--- src/rtl/core/poi_pkg.sv ---
package poi_pkg;

  localparam int CordicSteps = 14;
  localparam int IterW = $clog2(CordicSteps);

  localparam int RateW = 16;
  localparam int TimeW = 16;
  localparam int PosW  = 32;
  localparam int HeadW = 16;
  localparam int QuatW = 16;
  localparam int TrigW = 32;
  localparam int XyW   = 33;
  localparam int DistW = 33;
  localparam int MulAW = 34;
  localparam int MulBW = 18;
  localparam int ProdW = MulAW + MulBW;
  localparam int AccW  = 64;

  localparam int       PiQ13     = 25736;
  localparam int       TwoPiQ13  = 51472;
  localparam longint   PiQ30     = 64'd3373259426;
  localparam longint   HalfPiQ30 = 64'd1686629713;
  localparam longint   GainQ30   = 64'd652032874;
  localparam longint   OneQ30    = 64'd1073741824;

  typedef enum logic [3:0] {
    SIdle,
    SMulRate,
    SHead,
    SSetup,
    SCordic,
    SMulCl,
    SMulCh,
    SMulSl,
    SMulSh,
    SAccY,
    SUpdY,
    SFinish
  } poi_state_e;

  typedef struct packed {
    logic                    start;
    logic signed [TrigW-1:0] angle;
  } cor_req_t;

  typedef struct packed {
    logic                    done;
    logic signed [TrigW-1:0] cos_v;
    logic signed [TrigW-1:0] sin_v;
  } cor_rsp_t;

  function automatic logic signed [TrigW-1:0] atan_q30(input logic [3:0] idx);
    logic signed [TrigW-1:0] r;
    case (idx)
      4'd0:    r = 32'sd843314856;
      4'd1:    r = 32'sd497837829;
      4'd2:    r = 32'sd263043836;
      4'd3:    r = 32'sd133525158;
      4'd4:    r = 32'sd67021686;
      4'd5:    r = 32'sd33543515;
      4'd6:    r = 32'sd16775850;
      4'd7:    r = 32'sd8388437;
      4'd8:    r = 32'sd4194282;
      4'd9:    r = 32'sd2097149;
      4'd10:   r = 32'sd1048575;
      4'd11:   r = 32'sd524287;
      4'd12:   r = 32'sd262143;
      4'd13:   r = 32'sd131071;
      4'd14:   r = 32'sd65535;
      default: r = 32'sd32767;
    endcase
    return r;
  endfunction

endpackage

--- src/rtl/core/poi_cordic.sv ---
module poi_cordic import poi_pkg::*; (
  input  logic     clk_i,
  input  logic     rst_ni,
  input  cor_req_t req_i,
  output cor_rsp_t rsp_o
);

  logic                    busy_q, busy_d;
  logic                    done_q, done_d;
  logic [IterW-1:0]        iter_q, iter_d;
  logic signed [XyW-1:0]   x_q, x_d, y_q, y_d, dx, dy;
  logic signed [TrigW-1:0] z_q, z_d, at;

  function automatic logic signed [TrigW-1:0] clamp_one(input logic signed [XyW-1:0] v);
    logic signed [TrigW-1:0] r;
    if (v > XyW'(OneQ30)) begin
      r = TrigW'(OneQ30);
    end else if (v < -XyW'(OneQ30)) begin
      r = -TrigW'(OneQ30);
    end else begin
      r = TrigW'(v);
    end
    return r;
  endfunction

  assign dx = y_q >>> iter_q;
  assign dy = x_q >>> iter_q;
  assign at = atan_q30(4'(iter_q));

  always_comb begin
    busy_d = busy_q;
    done_d = done_q;
    iter_d = iter_q;
    x_d    = x_q;
    y_d    = y_q;
    z_d    = z_q;
    if (req_i.start) begin
      busy_d = 1'b1;
      done_d = 1'b0;
      iter_d = '0;
      x_d    = XyW'(GainQ30);
      y_d    = '0;
      z_d    = req_i.angle;
    end else if (busy_q) begin
      if (z_q >= 0) begin
        x_d = x_q - dx;
        y_d = y_q + dy;
        z_d = z_q - at;
      end else begin
        x_d = x_q + dx;
        y_d = y_q - dy;
        z_d = z_q + at;
      end
      if (iter_q == IterW'(CordicSteps - 1)) begin
        busy_d = 1'b0;
        done_d = 1'b1;
      end else begin
        iter_d = iter_q + 1'b1;
      end
    end
  end

  always_ff @(posedge clk_i or negedge rst_ni) begin
    if (!rst_ni) begin
      busy_q <= 1'b0;
      done_q <= 1'b0;
      iter_q <= '0;
    end else begin
      busy_q <= busy_d;
      done_q <= done_d;
      iter_q <= iter_d;
    end
  end

  always_ff @(posedge clk_i) begin
    x_q <= x_d;
    y_q <= y_d;
    z_q <= z_d;
  end

  assign rsp_o.done  = done_q;
  assign rsp_o.cos_v = clamp_one(x_q);
  assign rsp_o.sin_v = clamp_one(y_q);

  a_busy_done_excl: assert property (@(posedge clk_i) disable iff (!rst_ni)
    !(busy_q && done_q))
    else $error("CORDIC busy and done at once");

  a_start_when_free: assert property (@(posedge clk_i) disable iff (!rst_ni)
    req_i.start |-> !busy_q)
    else $error("CORDIC started while busy");

endmodule

--- config.mk ---
export PLATFORM = sky130hd
export DESIGN_NAME = poi_cordic
export DESIGN_NICKNAME = d
export VERILOG_FILES = /design/src/rtl/core/poi_pkg.sv /design/src/rtl/core/poi_cordic.sv
export SDC_FILE = /design/constraint.sdc
export NUM_CORES = 1
export LEC_CHECK = 0
export ABC_AREA = 1
export BUFFER_PORTS_ARGS = -buffer_cell sky130_fd_sc_hd__buf_2
export CAP_MARGIN = 20
export CORE_UTILIZATION = 39
export DETAILED_ROUTE_END_ITERATION = 12
export GPL_TIMING_DRIVEN = 0
export PLACE_DENSITY = 0.54
export SLEW_MARGIN = 20
export SYNTH_ARGS = -nofsm -noshare
export SYNTH_HDL_FRONTEND = slang
export SYNTH_SLANG_ARGS = --single-unit
--- constraint.sdc ---
create_clock -name clk_i -period 5.1 [get_ports clk_i]
set_clock_uncertainty 0.1 [all_clocks]
set_input_delay 0.255 -clock clk_i [delete_from_list [all_inputs] [get_ports clk_i]]
set_output_delay 0.255 -clock clk_i [all_outputs]
set_load 0.01 [all_outputs]
==> flow_summary.json <==
{
  "status": "complete, no violations",
  "die_area_um2": 39700,
  "clk_path_buf_depth": 2,
  "io_pins": 100,
  "layout_commonest_cell": "nand2_1",
  "synth_cells": 2583,
  "critPathMaxFanout": 13,
  "wl_um": 69900,
  "fin_crit_sh": 0.957,
  "grt_pass1_wl_um": 101000,
  "track_usage": 0.350,
  "cts_root_buf": "clkbuf_16",
  "rsz0062_at_grt": "true",
  "drv_cap": 0,
  "synth_nets": 2731,
  "vias": 18300,
  "globalplace.congestion": 0.994,
  "hold_viol": 0,
  "wire_per_inst_um": 21.7,
  "fmaxAchievable_ghz": 0.205,
  "drc": 0,
  "hold_path_class": "in2reg",
  "worst-endpoint-required_ns": 5.16,
  "worstPathArrival_ns": 4.94,
  "ys_warn_count": 0,
  "synth-edff-count": 32,
  "syn_area_um2": 15200,
  "critPathSlowestCell": "dfrtp_2",
  "numCtsBuffers": 9,
  "path_clk_slew_ns": 0.08,
  "ys_types": 60,
  "hpwl_um": 56400,
  "initialDrtViolationCount": 1586,
  "drive_gt1_frac": 0.111,
  "h-tree-depth": 3,
  "cpPeakStageDelay_ns": 0.46,
  "avgSynthCellArea_um2": 5.87,
  "finish.instance_area_um2": 17000,
  "synth-seq-cells": 104,
  "grt_max_degree": 22,
  "nets": 2850,
  "rows": 71,
  "ys.flop_type": "dfxtp_1",
  "final_cell_mix": "nand2_1 (682), nand3_1 (302), inv_1 (276), nor2_1 (214), a21oi_1 (155)",
  "cts_tree": "built",
  "final.min_clock_period_ns": 4.88,
  "ys_seq_area_frac": 0.160,
  "clkLatencyLatePin_ns": 0.41,
  "n_antenna_cell": 0,
  "ant_nets": 0,
  "fp.dieH_um": 199,
  "start_util": 0.400,
  "syn2layout_area_growth_pct": 12.3,
  "crit_top_cell": "nand2_1",
  "grt_pass1_vias": 16500,
  "die_x_um": 199,
  "port_buffers": 99,
  "path_class": "reg2reg",
  "worst_pin_slew_ns": 1.11,
  "dpl_cell_area_um2": 16300,
  "drv_slew": 0,
  "setup_viol": 0,
  "grt_overflow": 0,
  "endpoint_kind": "flop",
  "antenna_found_initial": 1,
  "slew_headroom": 0.262,
  "vias_per_cell": 5.67,
  "start_kind": "flop",
  "cts.sinks": 104,
  "drtPass1Iterations": 5,
  "async_reset_ff_frac": 0.0577,
  "core_area_um2": 37900
}
metrics by stage:
step                       util  hold slack, ns  worst slack [ns]  setup TNS (ns)  cells
final                     0.449          0.0219             0.219               0   3218
after detailed placement  0.431       -0.000268             -1.21          -29.35   3194
after CTS                 0.440         0.00729           -0.0879         -0.0879   3212
after global routing      0.449          0.0230           -0.0995          -0.309   3218
after floorplan               -          -0.141             0.845               0   2583
after global placement    0.430        -0.00457             -1.20          -28.71   3193
registers in the layout, indices dropped and copies added (netlist names):
name,cells
iter_q,4
x_q,33
busy_q,1
z_q,32
y_q,33
done_q,1
synth_stat cells, types with 5 or more instances:
| cell | number | area [µm²] |
|---|---|---|
| buf_6 | 9 | 101 |
| xnor2_1 | 34 | 298 |
| nand4_1 | 26 | 163 |
| dfrtp_1 | 6 | 150 |
| o21ai_1 | 24 | 120 |
| nor4_1 | 11 | 68.8 |
| buf_1 | 12 | 45.0 |
| a21boi_0 | 7 | 52.6 |
| o211ai_1 | 23 | 173 |
| or2_2 | 19 | 119 |
| nor3_1 | 81 | 405 |
| xor2_1 | 82 | 718 |
| clkbuf_1 | 52 | 195 |
| nand3_1 | 302 | 1510 |
| a21o_1 | 11 | 82.6 |
| nand2_2 | 16 | 100 |
| o22ai_1 | 7 | 43.8 |
| o31ai_1 | 6 | 45.0 |
| a21oi_1 | 167 | 836 |
| inv_2 | 9 | 33.8 |
| ha_1 | 110 | 1380 |
| o21a_1 | 10 | 75.1 |
| and2_1 | 5 | 31.3 |
| dfxtp_1 | 66 | 1320 |
| edfxtp_1 | 32 | 961 |
| buf_2 | 29 | 145 |
| nor2_1 | 217 | 815 |
| a31oi_1 | 23 | 144 |
| o21bai_1 | 14 | 105 |
| nor2_2 | 9 | 56.3 |
| nand2_1 | 684 | 2570 |
| inv_1 | 278 | 1040 |
| a221oi_1 | 8 | 70.1 |
| o21ai_0 | 139 | 696 |
| buf_4 | 9 | 67.6 |
| nor2_4 | 5 | 56.3 |
layer usage:
layer / GRT usage / vias to the layer above / routed length (µm)
li1: - / 8849 / -
met1: 0.492 / 8622 / 32900
met2: 0.529 / 693 / 29700
met3: 0.0692 / 90 / 5350
met4: 0.112 / 0 / 1960
met5: 0 / - / 0
cell type report:
cell class | count | area [µm²]
Buffer | 110 | 649
Multi-Input combinational cell | 2077 | 11400
Sequential cell | 104 | 2440
Timing Repair Buffer | 109 | 593
Fill cell | 4268 | 20900
Clock inverter | 7 | 45.0
Clock buffer | 9 | 225
Tap cell | 511 | 639
Inverter | 291 | 1100
worst max-delay path, delay by kind of cell, from the launching register on:
family,cells,cell delay (ns)
xor gates and xnor gates,1,0.23
DFF,1,0.46
buffers and inverters,5,0.69
adders and majority gates,3,0.73
AOI/OAI and AO/OA,6,0.96
and+or+nand+nor,13,1.46
cells by family after synthesis:
group / Yosys count / synth area share
buffers and inverters: 402 / 0.109
adders and majority gates: 113 / 0.0947
DFF: 104 / 0.160
AOI/OAI and AO/OA: 459 / 0.173
xor gates and xnor gates: 116 / 0.0670
and+or+nand+nor: 1389 / 0.396
repair_timing:
action	in CTS	in global routing
pin swaps	1	8
endpoints found under the setup margin	56	45
buffers inserted	2	6
gates resized for setup	21	92
hold endpoints to repair	6	0
hold buffers	1	0
final timing paths:
check / from / endpoint / slack [ns] / cells after the start
max: iter_q[1]$_DFFE_PN0P_ / z_q[23]$_DFFE_PP_ / 0.22 / 28
min: req_i[18] / z_q[18]$_DFFE_PP_ / 0.02 / 3
max reg2reg: iter_q[1]$_DFFE_PN0P_ / z_q[23]$_DFFE_PP_ / 0.22 / 28
min reg2reg: done_q$_DFFE_PN0P_ / done_q$_DFFE_PN0P_ / 0.43 / 2
max in group asynchronous: rst_ni / iter_q[2]$_DFFE_PN0P_ / 4.62 / 2
min in group asynchronous: rst_ni / done_q$_DFFE_PN0P_ / 0.11 / 2
Power is not shown: default switching activity piles up to over one toggle a cycle in this logic, so the estimate is an artifact.
